**config.mk**
```make
export PLATFORM = sky130hd
export DESIGN_NAME = tta_header_seek_table_check
export DESIGN_NICKNAME = d
export VERILOG_FILES = /design/src/rtl/core/tthsc_pkg.sv /design/src/rtl/core/tthsc_front.sv /design/src/rtl/core/tthsc_div.sv /design/src/rtl/core/tthsc_back.sv /design/src/rtl/core/tta_header_seek_table_check.sv
export VERILOG_INCLUDE_DIRS = /design/src /design/src/rtl/core
export SDC_FILE = /design/constraint.sdc
export NUM_CORES = 2
export LEC_CHECK = 0
export BUFFER_PORTS_ARGS = -buffer_cell sky130_fd_sc_hd__buf_2
export CORE_UTILIZATION = 50
export CTS_CLUSTER_DIAMETER = 120
export CTS_CLUSTER_SIZE = 16
export DETAILED_ROUTE_END_ITERATION = 10
export PLACE_DENSITY = 0.67
export SLEW_MARGIN = 20
export SYNTH_ARGS = -nofsm -noshare
export SYNTH_HDL_FRONTEND = slang
export SYNTH_SLANG_ARGS = --single-unit
export TNS_END_PERCENT = 30
```
**constraint.sdc**
```tcl
create_clock -name clk -period 17.1 [get_ports clk]
set_input_delay 2.565 -clock clk [delete_from_list [all_inputs] [get_ports clk]]
set_output_delay 2.565 -clock clk [all_outputs]
set_load 0.01 [all_outputs]
```
**src/rtl/core/assert_macros.svh**
```systemverilog
// Assertion macros shared by the checker RTL.
// No dependencies; include by bare file name.
`ifndef ASSERT_MACROS_SVH
`define ASSERT_MACROS_SVH

// Checked on every rising edge outside reset.
`define TTHSC_ASSERT(lbl, ck, rn, prop, msg) \
	lbl: assert property (@(posedge ck) disable iff (!rn) prop) else $error(msg);

// Checked on every rising edge, reset included.
`define TTHSC_ASSERT_ALWAYS(lbl, ck, prop, msg) \
	lbl: assert property (@(posedge ck) prop) else $error(msg);

`endif

```
**src/rtl/core/tthsc_pkg.sv**
```systemverilog
// Types, constants and the CRC step of the TTA1 header/seek table checker.
// No dependencies.
`default_nettype none
package tthsc_pkg;

	localparam int HDR_LEN    = 22;
	localparam int CRC_END    = 18;
	localparam int POS_W      = 25;
	localparam int ENT_W      = 24;
	localparam int SUM_W      = 55;
	localparam int FL_W       = 48;
	localparam int DIV_W      = 32;
	localparam int DVS_W      = 21;
	localparam int FIFO_DEPTH = 4;
	localparam int FIFO_AW    = 2;
	localparam logic [31:0] CRC_POLY = 32'hEDB88320;
	localparam logic [31:0] ALL_ONES = 32'hFFFFFFFF;
	// rate*256/245 == (rate*FRAME_RECIP) >> FRAME_SHIFT for any 20-bit rate
	localparam logic [28:0] FRAME_RECIP = 29'd280487661;
	localparam int FRAME_SHIFT = 28;
	localparam logic [FL_W-1:0] MIN_FILE_LEN = 48'd30;

	typedef enum logic [3:0] {
		ST_OK      = 4'd0,
		ST_SHORT   = 4'd1,
		ST_MAGIC   = 4'd2,
		ST_FIELD   = 4'd3,
		ST_MISM    = 4'd4,
		ST_HCRC    = 4'd5,
		ST_FRAMES  = 4'd6,
		ST_TABLE   = 4'd7,
		ST_ENTRY   = 4'd8,
		ST_TCRC    = 4'd9,
		ST_END     = 4'd10,
		ST_TRUNC   = 4'd11
	} status_t;

	typedef enum logic [1:0] {
		REG_RATE  = 2'd0,
		REG_CHAN  = 2'd1,
		REG_BITS  = 2'd2,
		REG_FLEN  = 2'd3
	} reg_idx_t;

	typedef enum logic [1:0] {
		BK_RUN,
		BK_DIV_FL,
		BK_DIV_CNT,
		BK_CHECK
	} bk_state_t;

	typedef struct packed {
		logic [7:0] data;
		logic       first;
		logic       eof;
	} item_t;

	typedef struct packed {
		logic [19:0]     exp_rate;
		logic [4:0]      exp_ch;
		logic [4:0]      exp_bits;
		logic [FL_W-1:0] file_len;
	} cfg_t;

	typedef struct packed {
		logic dividing;
		logic pop;
	} back_stat_t;

	// Reflected CRC-32, one byte.
	function automatic logic [31:0] crc_byte(input logic [31:0] crc, input logic [7:0] b);
		logic [31:0] c;
		c = crc ^ {24'd0, b};
		for (int i = 0; i < 8; i++) begin
			c = (c >> 1) ^ (CRC_POLY & {32{c[0]}});
		end
		return c;
	endfunction

endpackage
`default_nettype wire

```
**src/rtl/core/tthsc_front.sv**
```systemverilog
// Front end: takes byte items and queues them for the back end.
// Depends on tthsc_pkg.
`default_nettype none
module tthsc_front (
	input  wire                 clk,
	input  wire                 arst_n,
	input  wire                 in_valid,
	output logic                in_ready,
	input  wire  [7:0]          data_byte,
	input  wire                 first_byte,
	input  wire                 end_of_file,
	output logic                q_valid,
	output tthsc_pkg::item_t    q_item,
	input  wire                 pop
);
	import tthsc_pkg::*;

	item_t               mem_q [FIFO_DEPTH];
	logic [FIFO_AW-1:0]  wr_q, rd_q;
	logic [FIFO_AW:0]    cnt_q;
	logic                push;
	item_t               in_item;

	assign in_ready = (cnt_q != (FIFO_AW+1)'(FIFO_DEPTH));
	assign push     = in_valid & in_ready;
	assign q_valid  = (cnt_q != '0);
	assign q_item   = mem_q[rd_q];

	always_comb begin
		in_item.data  = data_byte;
		in_item.first = first_byte;
		in_item.eof   = end_of_file;
	end

	always_ff @(posedge clk or negedge arst_n) begin
		if (!arst_n) begin
			wr_q  <= '0;
			rd_q  <= '0;
			cnt_q <= '0;
		end else begin
			if (push) wr_q <= wr_q + 1'b1;
			if (pop) rd_q <= rd_q + 1'b1;
			if (push && !pop) cnt_q <= cnt_q + 1'b1;
			else if (pop && !push) cnt_q <= cnt_q - 1'b1;
		end
	end

	always_ff @(posedge clk) begin
		if (push) mem_q[wr_q] <= in_item;
	end

endmodule
`default_nettype wire

```
**src/rtl/core/tthsc_div.sv**
```systemverilog
// Restoring divider, one quotient bit per cycle.
// Depends on tthsc_pkg.
`default_nettype none
module tthsc_div (
	input  wire                               clk,
	input  wire                               arst_n,
	input  wire                               start,
	input  wire  [tthsc_pkg::DIV_W-1:0]       dividend,
	input  wire  [tthsc_pkg::DVS_W-1:0]       divisor,
	output logic                              busy,
	output logic                              done,
	output logic [tthsc_pkg::DIV_W-1:0]       quot,
	output logic [tthsc_pkg::DVS_W-1:0]       rem
);
	import tthsc_pkg::*;

	localparam int CNT_W = $clog2(DIV_W);

	logic              busy_q, done_q;
	logic [CNT_W-1:0]  cnt_q;
	logic [DIV_W-1:0]  dvd_q, quot_q;
	logic [DVS_W-1:0]  dvs_q, rem_q;
	logic [DVS_W:0]    trial, diff;
	logic              ge;

	assign trial = {rem_q, dvd_q[DIV_W-1]};
	assign ge    = (trial >= {1'b0, dvs_q});
	assign diff  = trial - {1'b0, dvs_q};

	assign busy = busy_q;
	assign done = done_q;
	assign quot = quot_q;
	assign rem  = rem_q;

	always_ff @(posedge clk or negedge arst_n) begin
		if (!arst_n) begin
			busy_q <= 1'b0;
			done_q <= 1'b0;
			cnt_q  <= '0;
		end else begin
			done_q <= busy_q && (cnt_q == CNT_W'(DIV_W-1));
			if (start && !busy_q) begin
				busy_q <= 1'b1;
				cnt_q  <= '0;
			end else if (busy_q) begin
				cnt_q <= cnt_q + 1'b1;
				if (cnt_q == CNT_W'(DIV_W-1)) busy_q <= 1'b0;
			end
		end
	end

	always_ff @(posedge clk) begin
		if (start && !busy_q) begin
			dvd_q  <= dividend;
			dvs_q  <= divisor;
			rem_q  <= '0;
			quot_q <= '0;
		end else if (busy_q) begin
			rem_q  <= ge ? diff[DVS_W-1:0] : trial[DVS_W-1:0];
			dvd_q  <= {dvd_q[DIV_W-2:0], 1'b0};
			quot_q <= {quot_q[DIV_W-2:0], ge};
		end
	end

endmodule
`default_nettype wire

```
**src/rtl/core/tthsc_back.sv**
```systemverilog
// Back end: header capture and checks, seek table walk, verdict register.
// Depends on tthsc_pkg and tthsc_div.
`default_nettype none
module tthsc_back #(
	parameter logic [23:0] MAX_SEEK_ENTRIES = 24'd4000000,
	parameter logic [15:0] MAX_CHANNELS     = 16'd16,
	parameter logic [31:0] MAX_RATE         = 32'd1000000
) (
	input  wire                        clk,
	input  wire                        arst_n,
	input  tthsc_pkg::cfg_t            cfg,
	input  wire                        q_valid,
	input  tthsc_pkg::item_t           q_item,
	output logic                       pop,
	output logic                       out_valid,
	input  wire                        out_ready,
	output logic [3:0]                 status,
	output logic [31:0]                sample_total,
	output logic [21:0]                seek_entries,
	output logic [54:0]                audio_stop,
	output tthsc_pkg::back_stat_t      stat
);
	import tthsc_pkg::*;

	bk_state_t           state_q, state_n;
	logic [POS_W-1:0]    pos_q, pos_e, pos_n;
	logic [31:0]         crc_q, crc_e, crc_n;
	logic [31:0]         ea_q, ea_e, ea_n;
	logic [ENT_W-1:0]    rd_q, rd_e, rd_n;
	logic [ENT_W-1:0]    exp_q, exp_e, exp_n;
	logic [SUM_W-1:0]    sum_q, sum_e, sum_n;
	logic                verdict_q, verdict_e, verdict_n;
	logic                eof_q, eof_n;
	logic [DIV_W:0]      total_q, total_n;
	logic [7:0]          hdr_q [HDR_LEN];
	logic [7:0]          hv [HDR_LEN];
	logic                hdr_we;
	logic                hdr_pass;
	logic                out_free;
	logic                vld;
	status_t             code;
	logic [SUM_W-1:0]    ae;
	logic                div_start, div_busy, div_done;
	logic [DIV_W-1:0]    div_dvd, div_quot;
	logic [DVS_W-1:0]    div_dvs, div_rem;
	logic [15:0]         f_fmt, f_ch, f_bits;
	logic [31:0]         f_rate, f_count, f_stored, cnt_now;
	logic [19:0]         hdr_rate;
	logic [48:0]         fl_prod;
	logic [DVS_W-1:0]    frame_len;
	logic [26:0]         tbl_end;
	logic [FL_W:0]       tbl_need;
	logic                ov_q;
	logic [3:0]          st_q;
	logic [31:0]         sc_q;
	logic [21:0]         se_q;
	logic [54:0]         ae_q;

	assign out_free  = !ov_q || out_ready;
	assign pop       = (state_q == BK_RUN) && q_valid && out_free;
	assign stat.pop  = pop;
	assign stat.dividing = (state_q == BK_DIV_FL) || (state_q == BK_DIV_CNT) || div_busy;

	// Header as it stands once the current byte lands in the last slot.
	always_comb begin
		for (int i = 0; i < HDR_LEN - 1; i++) hv[i] = hdr_q[i+1];
		hv[HDR_LEN-1] = q_item.data;
	end
	assign f_fmt    = {hv[5], hv[4]};
	assign f_ch     = {hv[7], hv[6]};
	assign f_bits   = {hv[9], hv[8]};
	assign f_rate   = {hv[13], hv[12], hv[11], hv[10]};
	assign f_count  = {hv[17], hv[16], hv[15], hv[14]};
	assign f_stored = {hv[21], hv[20], hv[19], hv[18]};
	assign cnt_now  = {hdr_q[17], hdr_q[16], hdr_q[15], hdr_q[14]};

	// Frame length from the stored header; rate passed the limit check, so 20 bits.
	assign hdr_rate  = {hdr_q[12][3:0], hdr_q[11], hdr_q[10]};
	assign fl_prod   = 49'(hdr_rate) * 49'(FRAME_RECIP);
	assign frame_len = fl_prod[FRAME_SHIFT +: DVS_W];

	assign tbl_end  = 27'd26 + {1'b0, exp_e, 2'b00};
	assign tbl_need = {15'd0, total_q[31:0], 2'b00} + (FL_W+1)'(26);

	tthsc_div u_div (
		.clk      (clk),
		.arst_n   (arst_n),
		.start    (div_start),
		.dividend (div_dvd),
		.divisor  (div_dvs),
		.busy     (div_busy),
		.done     (div_done),
		.quot     (div_quot),
		.rem      (div_rem)
	);

	// Next state.
	always_comb begin
		state_n = state_q;
		unique case (state_q)
			BK_RUN:     if (hdr_pass) state_n = BK_DIV_FL;
			BK_DIV_FL:  state_n = BK_DIV_CNT;
			BK_DIV_CNT: if (div_done) state_n = BK_CHECK;
			BK_CHECK:   if (out_free) state_n = BK_RUN;
			default:    state_n = BK_RUN;
		endcase
	end

	// Datapath and verdict.
	always_comb begin
		pos_e     = q_item.first ? '0 : pos_q;
		crc_e     = q_item.first ? ALL_ONES : crc_q;
		ea_e      = q_item.first ? '0 : ea_q;
		rd_e      = q_item.first ? '0 : rd_q;
		exp_e     = q_item.first ? '0 : exp_q;
		sum_e     = q_item.first ? '0 : sum_q;
		verdict_e = q_item.first ? 1'b0 : verdict_q;
		pos_n     = pos_q;
		crc_n     = crc_q;
		ea_n      = ea_q;
		rd_n      = rd_q;
		exp_n     = exp_q;
		sum_n     = sum_q;
		verdict_n = verdict_q;
		eof_n     = eof_q;
		total_n   = total_q;
		hdr_we    = 1'b0;
		hdr_pass  = 1'b0;
		vld       = 1'b0;
		code      = ST_OK;
		ae        = '0;
		div_start = 1'b0;
		div_dvd   = '0;
		div_dvs   = '0;
		unique case (state_q)
			BK_RUN: begin
				if (pop) begin
					pos_n     = pos_e;
					crc_n     = crc_e;
					ea_n      = ea_e;
					rd_n      = rd_e;
					exp_n     = exp_e;
					sum_n     = sum_e;
					verdict_n = verdict_e;
					if (!verdict_e) begin
						pos_n = pos_e + 1'b1;
						if (pos_e == '0 && cfg.file_len < MIN_FILE_LEN) begin
							vld = 1'b1; code = ST_SHORT;
						end else if (pos_e < POS_W'(HDR_LEN)) begin
							hdr_we = 1'b1;
							if (pos_e < POS_W'(CRC_END)) crc_n = crc_byte(crc_e, q_item.data);
							if (pos_e == POS_W'(HDR_LEN-1)) begin
								if (hv[0] != 8'h54 || hv[1] != 8'h54 || hv[2] != 8'h41
									|| hv[3] != 8'h31) begin
									vld = 1'b1; code = ST_MAGIC;
								end else if (f_fmt != 16'd1 || f_ch == '0
									|| f_ch > MAX_CHANNELS
									|| !(f_bits == 16'd8 || f_bits == 16'd16 || f_bits == 16'd24)
									|| f_rate == '0 || f_rate > MAX_RATE || f_count == '0) begin
									vld = 1'b1; code = ST_FIELD;
								end else if (f_rate != {12'd0, cfg.exp_rate}
									|| f_ch != {11'd0, cfg.exp_ch}
									|| (cfg.exp_bits != '0 && f_bits != {11'd0, cfg.exp_bits}))
								begin
									vld = 1'b1; code = ST_MISM;
								end else if ((crc_e ^ ALL_ONES) != f_stored) begin
									vld = 1'b1; code = ST_HCRC;
								end else begin
									// frame length and entry count follow
									hdr_pass = 1'b1;
									eof_n    = q_item.eof;
								end
							end
						end else begin
							ea_n = {q_item.data, ea_e[31:8]};
							if (rd_e < exp_e) crc_n = crc_byte(crc_e, q_item.data);
							// last byte of a 4-byte word
							if (pos_e[1:0] == 2'b01) begin
								if (rd_e < exp_e) begin
									if (ea_n < 32'd4) begin
										vld = 1'b1; code = ST_ENTRY;
									end else begin
										sum_n = sum_e + SUM_W'(ea_n);
										rd_n  = rd_e + 1'b1;
									end
								end else if ((crc_e ^ ALL_ONES) != ea_n) begin
									vld = 1'b1; code = ST_TCRC;
								end else begin
									ae   = SUM_W'(tbl_end) + sum_e;
									vld  = 1'b1;
									code = (ae > SUM_W'(cfg.file_len)) ? ST_END : ST_OK;
								end
							end
						end
						if (!vld && !hdr_pass && q_item.eof) begin
							vld = 1'b1; code = ST_TRUNC;
						end
					end
				end
			end
			BK_DIV_FL: begin
				div_start = 1'b1;
				div_dvd   = cnt_now;
				div_dvs   = frame_len;
			end
			BK_DIV_CNT: begin
				if (div_done) total_n = {1'b0, div_quot} + {32'd0, (div_rem != '0)};
			end
			BK_CHECK: begin
				if (out_free) begin
					if (total_q > (DIV_W+1)'(MAX_SEEK_ENTRIES)) begin
						vld = 1'b1; code = ST_FRAMES;
					end else begin
						exp_n = total_q[ENT_W-1:0];
						if (tbl_need > (FL_W+1)'(cfg.file_len)) begin
							vld = 1'b1; code = ST_TABLE;
						end else begin
							crc_n = ALL_ONES;
							if (eof_q) begin
								vld = 1'b1; code = ST_TRUNC;
							end
						end
					end
				end
			end
			default: ;
		endcase
		if (vld) verdict_n = 1'b1;
	end

	always_ff @(posedge clk or negedge arst_n) begin
		if (!arst_n) begin
			state_q   <= BK_RUN;
			pos_q     <= '0;
			crc_q     <= ALL_ONES;
			ea_q      <= '0;
			rd_q      <= '0;
			exp_q     <= '0;
			sum_q     <= '0;
			verdict_q <= 1'b0;
			eof_q     <= 1'b0;
			total_q   <= '0;
			ov_q      <= 1'b0;
		end else begin
			state_q   <= state_n;
			pos_q     <= pos_n;
			crc_q     <= crc_n;
			ea_q      <= ea_n;
			rd_q      <= rd_n;
			exp_q     <= exp_n;
			sum_q     <= sum_n;
			verdict_q <= verdict_n;
			eof_q     <= eof_n;
			total_q   <= total_n;
			if (vld) ov_q <= 1'b1;
			else if (out_ready) ov_q <= 1'b0;
		end
	end

	always_ff @(posedge clk) begin
		if (hdr_we) begin
			for (int i = 0; i < HDR_LEN; i++) hdr_q[i] <= hv[i];
		end
		if (vld) begin
			st_q <= code;
			sc_q <= (code == ST_OK) ? cnt_now : '0;
			se_q <= exp_n[21:0];
			ae_q <= ae;
		end
	end

	assign out_valid    = ov_q;
	assign status       = st_q;
	assign sample_total = sc_q;
	assign seek_entries = se_q;
	assign audio_stop   = ae_q;

endmodule
`default_nettype wire

```
**src/rtl/core/tta_header_seek_table_check.sv**
```systemverilog
// Top level of the TTA1 header and seek table checker: config registers,
// front queue and back end. Depends on tthsc_pkg, tthsc_front, tthsc_back.
//
//   channel  | handshake          | payload
//   ---------+--------------------+-----------------------------------------
//   in       | in_valid/in_ready  | data_byte, first_byte, end_of_file
//   out      | out_valid/out_ready| status, sample_total, seek_entries,
//            |                    | audio_stop
//   config   | APB psel/penable   | paddr, pwdata, prdata (64-bit regs)
//
// One byte item per cycle through the back end when no divide or verdict
// wait holds it off; one verdict per file. At the header end the next byte
// is held off for the frame length (reciprocal multiply), the 32 divide
// steps of the seek entry count, and the bound check.
// A 4-entry queue keeps taking bytes while the back end divides or the
// verdict register waits. Reset clears all control state; no clearing pass.
`default_nettype none
module tta_header_seek_table_check #(
	parameter logic [23:0] MAX_SEEK_ENTRIES = 24'd4000000,
	parameter logic [15:0] MAX_CHANNELS     = 16'd16,
	parameter logic [31:0] MAX_RATE         = 32'd1000000
) (
	input  wire         clk,
	input  wire         arst_n,
	input  wire         in_valid,
	output logic        in_ready,
	input  wire  [7:0]  data_byte,
	input  wire         first_byte,
	input  wire         end_of_file,
	output logic        out_valid,
	input  wire         out_ready,
	output logic [3:0]  status,
	output logic [31:0] sample_total,
	output logic [21:0] seek_entries,
	output logic [54:0] audio_stop,
	input  wire         psel,
	input  wire         penable,
	input  wire         pwrite,
	input  wire  [4:0]  paddr,
	input  wire  [63:0] pwdata,
	output logic [63:0] prdata,
	output logic        pready
);
	import tthsc_pkg::*;

	`include "assert_macros.svh"

	cfg_t        cfg_q;
	logic        cfg_we;
	reg_idx_t    reg_idx;
	logic        q_valid, pop;
	item_t       q_item;
	back_stat_t  bstat;
	logic        ok_out, stop_in_file, no_stop_out;

	assign pready  = 1'b1;
	assign cfg_we  = psel && penable && pwrite;
	assign reg_idx = reg_idx_t'(paddr[4:3]);

	always_ff @(posedge clk or negedge arst_n) begin
		if (!arst_n) begin
			cfg_q.exp_rate <= 20'd44100;
			cfg_q.exp_ch   <= 5'd2;
			cfg_q.exp_bits <= 5'd0;
			cfg_q.file_len <= '0;
		end else if (cfg_we) begin
			unique case (reg_idx)
				REG_RATE: cfg_q.exp_rate <= pwdata[19:0];
				REG_CHAN: cfg_q.exp_ch   <= pwdata[4:0];
				REG_BITS: cfg_q.exp_bits <= pwdata[4:0];
				REG_FLEN: cfg_q.file_len <= pwdata[FL_W-1:0];
				default: ;
			endcase
		end
	end

	always_comb begin
		unique case (reg_idx)
			REG_RATE: prdata = {44'd0, cfg_q.exp_rate};
			REG_CHAN: prdata = {59'd0, cfg_q.exp_ch};
			REG_BITS: prdata = {59'd0, cfg_q.exp_bits};
			REG_FLEN: prdata = {16'd0, cfg_q.file_len};
			default:  prdata = '0;
		endcase
	end

	// Byte queue: absorbs input while the back end is dividing.
	tthsc_front u_front (
		.clk         (clk),
		.arst_n      (arst_n),
		.in_valid    (in_valid),
		.in_ready    (in_ready),
		.data_byte   (data_byte),
		.first_byte  (first_byte),
		.end_of_file (end_of_file),
		.q_valid     (q_valid),
		.q_item      (q_item),
		.pop         (pop)
	);

	// Checks, divider and verdict register.
	tthsc_back #(
		.MAX_SEEK_ENTRIES (MAX_SEEK_ENTRIES),
		.MAX_CHANNELS     (MAX_CHANNELS),
		.MAX_RATE         (MAX_RATE)
	) u_back (
		.clk          (clk),
		.arst_n       (arst_n),
		.cfg          (cfg_q),
		.q_valid      (q_valid),
		.q_item       (q_item),
		.pop          (pop),
		.out_valid    (out_valid),
		.out_ready    (out_ready),
		.status       (status),
		.sample_total (sample_total),
		.seek_entries (seek_entries),
		.audio_stop   (audio_stop),
		.stat         (bstat)
	);

	// Verdict classes for the checks below.
	assign ok_out       = out_valid && (status == ST_OK);
	assign stop_in_file = (audio_stop <= {7'd0, cfg_q.file_len});
	assign no_stop_out  = out_valid && (status != ST_OK) && (status != ST_END);

	`TTHSC_ASSERT_ALWAYS(a_no_pop_dividing, clk, bstat.dividing |-> !bstat.pop, "byte taken")
	`TTHSC_ASSERT(a_ok_inside_file, clk, arst_n, ok_out |-> stop_in_file, "ok past file end")
	`TTHSC_ASSERT(a_end_zero, clk, arst_n, no_stop_out |-> (audio_stop == '0), "audio stop set")

endmodule
`default_nettype wire
```
# After elaboration in Yosys (flattened, before gate mapping)
# Memory sizes are Yosys's and may differ from the RTL's.
# Index checks and enable logic that the tools add are counted.
[op_classes] n_addsub=13 mul=1 order_cmp=11 n_eq_ne=29 n_mux=122 bitwise=20 reduce_logical=61
[ops] operator="$mux 32" n=17
[ops] operator="$mux 55" n=7
[ops] operator="$mux 24" n=11
[ops] operator="$pmux 64 s4" n=1
[ops] operator="$xor 31x32->32" n=8
[ops] operator="$mux 4" n=18
[ops] operator="$logic_not 32->1" n=2
[ops] operator="$ne 32x32->1" n=2
[ops] operator="$pmux 32 s2" n=1
[ops] operator="$add 27x55->55" n=1
[ops] operator="$add 55x32->55" n=1
[ops] operator="$gt 55x48->1" n=1
[ops] operator="$mux 1" n=52
[ops] operator="$lt 25x5->1 const B" n=2
[ops] operator="$mux 25" n=2
[ops] operator="$gt 49x48->1" n=1
[ops] operator="$mul 20x29->49 const B" n=1
[ops] operator="$lt 48x5->1 const B" n=1
[ops] operator="$pmux 24 s2" n=1
[ops] operator="$add 34x5->35 const B" n=1
[ops] operator="$add 32x1->33" n=1
[ops] operator="$gt 33x22->1 const B" n=1
[ops] operator="$eq 16x5->1 const B" n=2
[ops] operator="$gt 32x20->1 const B" n=1
[ops] operator="other kinds (53)" n=121
[word_totals] reg_bits=541 ramBits=216 in_bits=86 output_inout_bits=180 wordCells=289 n_memories=2
[memory_table] memory="u_back.hdr_q" words=22 word_bits=8 rd=21 rd_clocked_by_memory_dff=0 write_ports=22 line_no="tthsc_back.sv:35" source="logic [7:0] hdr_q [HDR_LEN];"
[memory_table] memory="u_front.mem_q" words=4 word_bits=10 rd=1 rd_clocked_by_memory_dff=0 write_ports=1 line_no="tthsc_front.sv:18" source="item_t mem_q [FIFO_DEPTH];"

# Longest topological paths before layout
# An unclocked memory read counts as a cell.
[logic_depth] depth_word=26 ltp_mapped=38 depth_no_buf=27

# Hierarchy
# From an unflattened synthesis, not the netlist that was laid out.
[hier_totals] cells_unflattened=5000 hier_area_um2=51578.2
[modules_own_cells] module="tthsc_back" instances=1 cells_each=4140 area_per_inst_um2=40791.6 seq_area_each_um2=14033.5
[modules_own_cells] module="tthsc_div" instances=1 cells_each=523 area_per_inst_um2=5368.9 seq_area_each_um2=2827.7
[modules_own_cells] module="tta_header_seek_table_check" instances=1 cells_each=250 area_per_inst_um2=3558.4 seq_area_each_um2=1960.6
[modules_own_cells] module="tthsc_front" instances=1 cells_each=87 area_per_inst_um2=1859.3 seq_area_each_um2=1376.3

# Worst setup path after synthesis
# Ideal clock, no wire load.
[synth_path] kind="input-to-reg" start="input port out_ready" end="memory u_back.hdr_q[1][2], in the netlist u_back.hdr_q[0][10], enable pin" setup_ps=699 arrival_time_ps=10687 t_required_ps=16401 slack_ps=5714 cell_stages=7 path_buffers=1 path_cell_list="nand2b_1 -> and3_1 -> clkbuf_1 -> clkinv_1 -> nor2_1 -> nand2_1 -> nor2_1"
[synth_lines] item="from (decl)" line_no="tta_header_seek_table_check.sv:31" source="input wire out_ready,"
[synth_lines] item="to (decl)" line_no="tthsc_back.sv:35"

# Final worst setup path
[layout_path] start="register u_front.rd_q[0]" end="register u_back.sc_q[31], in the netlist u_back.sample_total[31] (data pin)"
[layout_between] elab_chain_cells=22 elab_cells_between_ends=65 classes_between="add/sub (2); order compare (4); eq/ne (4); mux (46); bitwise (1); reduce/logical (7); memory (1)"
[layout_rtl] item="from (decl)" line_no="tthsc_front.sv:19" source="logic [FIFO_AW-1:0] wr_q, rd_q;"
[layout_rtl] item="from (signal assigned)" line_no="tthsc_front.sv:42" source="if (pop) rd_q <= rd_q + 1'b1;"
[layout_rtl] item="$mem_v2 4x10 *"
[layout_rtl] item="parallel branches: the longest is 17 deep, another holds $add 27x55->55"
[layout_rtl] item="$mux 4 *" line_no="tthsc_back.sv:145" source="if (!verdict_e) begin"
[layout_rtl] item="$mux 4 *" line_no="tthsc_back.sv:137" source="if (pop) begin"
[layout_rtl] item="$pmux 4 s2 *" line_no="tthsc_back.sv:135" source="unique case (state_q)"
[layout_rtl] item="$logic_not 4->1 *" line_no="tthsc_back.sv:266" source="sc_q <= (code == ST_OK) ? cnt_now : '0;"
[layout_rtl] item="to (signal assigned)" line_no="tthsc_back.sv:266"
[layout_rtl] item="to (decl)" line_no="tthsc_back.sv:55" source="logic [31:0] sc_q;"
# Every way passes the cells marked *. The select of a mux whose other input is x is not followed.
# A chain may end at the register's enable or synchronous reset.

==> impl_metrics.env <==
export IMPL_h_tree_depth=2
export IMPL_cts_tree="yes"
export IMPL_ff2ff_path_depth=25
export IMPL_min_period_over_period=0.508
export IMPL_fin_nets=5891
export IMPL_synth_largest_type_area_fraction=0.219
export IMPL_clk_pin_slew_ns=0.08
export IMPL_cp_required_ns=17.47
export IMPL_fin_tns_setup_ns=0
export IMPL_clk_latency_ns=0.66
export IMPL_grt_use_met3=0.0422
export IMPL_cp_num_cells=25
export IMPL_arrival_ns=9.06
export IMPL_final_cell_mix="nand2_1 (533), inv_1 (453), ha_1 (419)"
export IMPL_routed_wl_um=147000
export IMPL_yosysTopAreaCell="edfxtp_1"
export IMPL_cts_path_max_buffers=3
export IMPL_fp_dieW_um=322
export IMPL_synth_area_sq_um=51200
export IMPL_drtAntennaViolNets=0
export IMPL_numCtsBuffers=53
export IMPL_grt_ovfl_total=0
export IMPL_yosys_warnings=0
export IMPL_core_sq_um=102000
export IMPL_grt_use_met2=0.446
export IMPL_worstMarginPinSlew_ns=1.21
export IMPL_port_buffers=229
export IMPL_use_met1=0.397
export IMPL_syn2layout_area_growth_pct=7.91
export IMPL_maxCapViolCount=0
export IMPL_antenna_found_initial=6
export IMPL_hpwl_um=113000
export IMPL_dieHeight_um=322
export IMPL_crit_path_max_incr_delay_ns=1.01
export IMPL_fin_crit_ns=8.69
export IMPL_critPathMostFrequentCell="ha_1"
export IMPL_grt_pass1_vias=36900
export IMPL_finalClockSkew_ns=0.0363
export IMPL_die_area_sq_um=104000
export IMPL_max_slew_margin_rel=0.186
export IMPL_grt_usage=0.282
export IMPL_hold_buffers=0
export IMPL_via_count=38600
export IMPL_syn_inst=5000
export IMPL_drv_slew=0
export IMPL_grt_busiest_layer="met2"
export IMPL_synth_flop_cell="edfxtp_1"
export IMPL_final_util=0.543
export IMPL_drt_iter0_drc=3343
export IMPL_rsz0062_at_grt="false"
export IMPL_hold_violations=0
export IMPL_min_path_cells=0
export IMPL_yosysUniqueCellTypes=103
export IMPL_status="complete, no violations"
export IMPL_critical_path_top_delay_family="compound AO/OA/AOI/OAI gates"
export IMPL_ys_ff_latch=741
export IMPL_grt_first_pass_wirelength_um=223000
export IMPL_vias_per_cell=5.88
export IMPL_fmax_mhz=115
export IMPL_synth_seq_area_share=0.394
export IMPL_root_buffer="clkbuf_16"
export IMPL_yosys_top_cells_area="edfxtp_1 (22%), dfrtp_1 (13%), ha_1 (10%), fa_1 (9.4%), nand2_1 (3.9%)"
export IMPL_cts_resized=0
export IMPL_post_drt_wl_per_cell_um=22.4
export IMPL_io_pins=266
export IMPL_place_gp_congestion=0.954
export IMPL_worst_path_max_fanout=61
export IMPL_first_pass_iters=5
export IMPL_avgSynthCellArea_sq_um=10.2
export IMPL_min_path_type="flop to flop"
export IMPL_slowest_stage="mux4_4"
export IMPL_r2r_slack_ns=8.41
export IMPL_cts_sinks=741
export IMPL_post_cts_buffers=0
export IMPL_crit_path_start_kind="flop"
export IMPL_crit_type="flop to flop"
export IMPL_initial_core_util=0.504
export IMPL_crit_buf_inv=2
export IMPL_grt_max_degree=146
export IMPL_fp_row_count=117
export IMPL_setup_worst_path_end_class="flop"
export IMPL_synth_edf_count=374
export IMPL_final_common_cell="nand2_1"
export IMPL_ys_async_sr_fraction=0.424
export IMPL_setup_viol_count_final=0
export IMPL_drive_above_1_share=0.101
export IMPL_route_detailed_drc=0
## synth_stat cells (14+ instances only)
cell type	number
nand2_1	534
a221oi_1	14
nand3_1	87
a21o_1	73
nor3b_1	17
and2_1	28
dfstp_2	39
nor3_1	78
nor3b_2	30
o21bai_1	21
o21ai_0	261
xor2_1	154
inv_1	455
mux2_2	35
a22o_1	67
nor2_1	308
a21oi_1	174
fa_1	240
dfxtp_1	53
nand2b_1	20
and3_1	63
nor4_1	84
o211ai_1	21
o31ai_1	18
a211oi_1	27
nor4bb_1	16
buf_4	22
or3_1	16
a2bb2oi_1	15
nor2b_1	117
o21a_1	30
buf_1	16
ha_1	419
mux4_2	15
and4_1	35
a31oi_1	39
xnor2_1	212
dfrtp_1	275
clkbuf_1	155
nand4_1	84
edfxtp_1	374
## kinds of logic (layout without fill, tap and decap cells)
logic type,count (synthesis),after routing,synth area share
adders and majority gates,661,661,0.196
muxes,61,61,0.0164
xor gates and xnor gates,371,371,0.0643
DFF,741,741,0.394
AOI/OAI and AO/OA,895,895,0.115
and+or+nand+nor,1599,1599,0.161
buffers and inverters,670,842,0.0525
other,2,18,0.000147
## final timing paths
kind | startpoint | endpoint
setup / recovery | u_front.rd_q[0] | u_back.sample_total[31]
hold / removal | u_back.hdr_q[0][24] | u_back.hdr_q[0][16]
setup reg to reg | u_front.rd_q[0] | u_back.sample_total[31]
hold reg to reg | u_back.hdr_q[0][24] | u_back.hdr_q[0][16]
max in group asynchronous | arst_n | u_back.exp_q[6]
min in group asynchronous | arst_n | cfg_q[47]
## flip-flops by register name, summed over array words and instances, names as in the netlist, 32 cells and up
signal,cells
u_back.hdr_q,168
cfg_q,78
u_back.audio_stop,55
u_back.sum_q,55
u_front.mem_q,40
u_back.total_q,33
u_back.crc_q,32
u_back.sample_total,32
u_back.u_div.dvd_q,32
u_back.u_div.quot,32
## stage by stage
stage | hold slack (ns) | instances | area (sq um) | setup slack (ns)
final | 0.442 | 6556 | 55300 | 8.41
after global routing | 0.459 | 6555 | 55300 | 7.72
after CTS | 0.442 | 6555 | 55300 | 8.48
after detailed placement | 0.425 | 6459 | 53700 | 8.56
after global placement | 0.421 | 6458 | 53700 | 8.65
after floorplan | 0.417 | 5015 | 51300 | 5.71
## routing by layer
layer  vias to the layer above  part of all wire
li1                      17900                 -
met1                     19200              0.44
met2                      1294              0.46
met3                       252             0.067
met4                         6             0.033
met5                         -           0.00032
## layout make-up
class                           count  area, sq um
Multi-Input combinational cell   3604        28500
Tap cell                         1368         1710
Timing Repair Buffer              288         1610
Antenna cell                        1         2.50
Clock buffer                       90         1470
Inverter                          458         1720
Clock inverter                      6         90.1
Sequential cell                   741        20200
Fill cell                        9034        46500
Power is not shown: default switching activity piles up to over one toggle a cycle in this logic, so the estimate is an artifact.
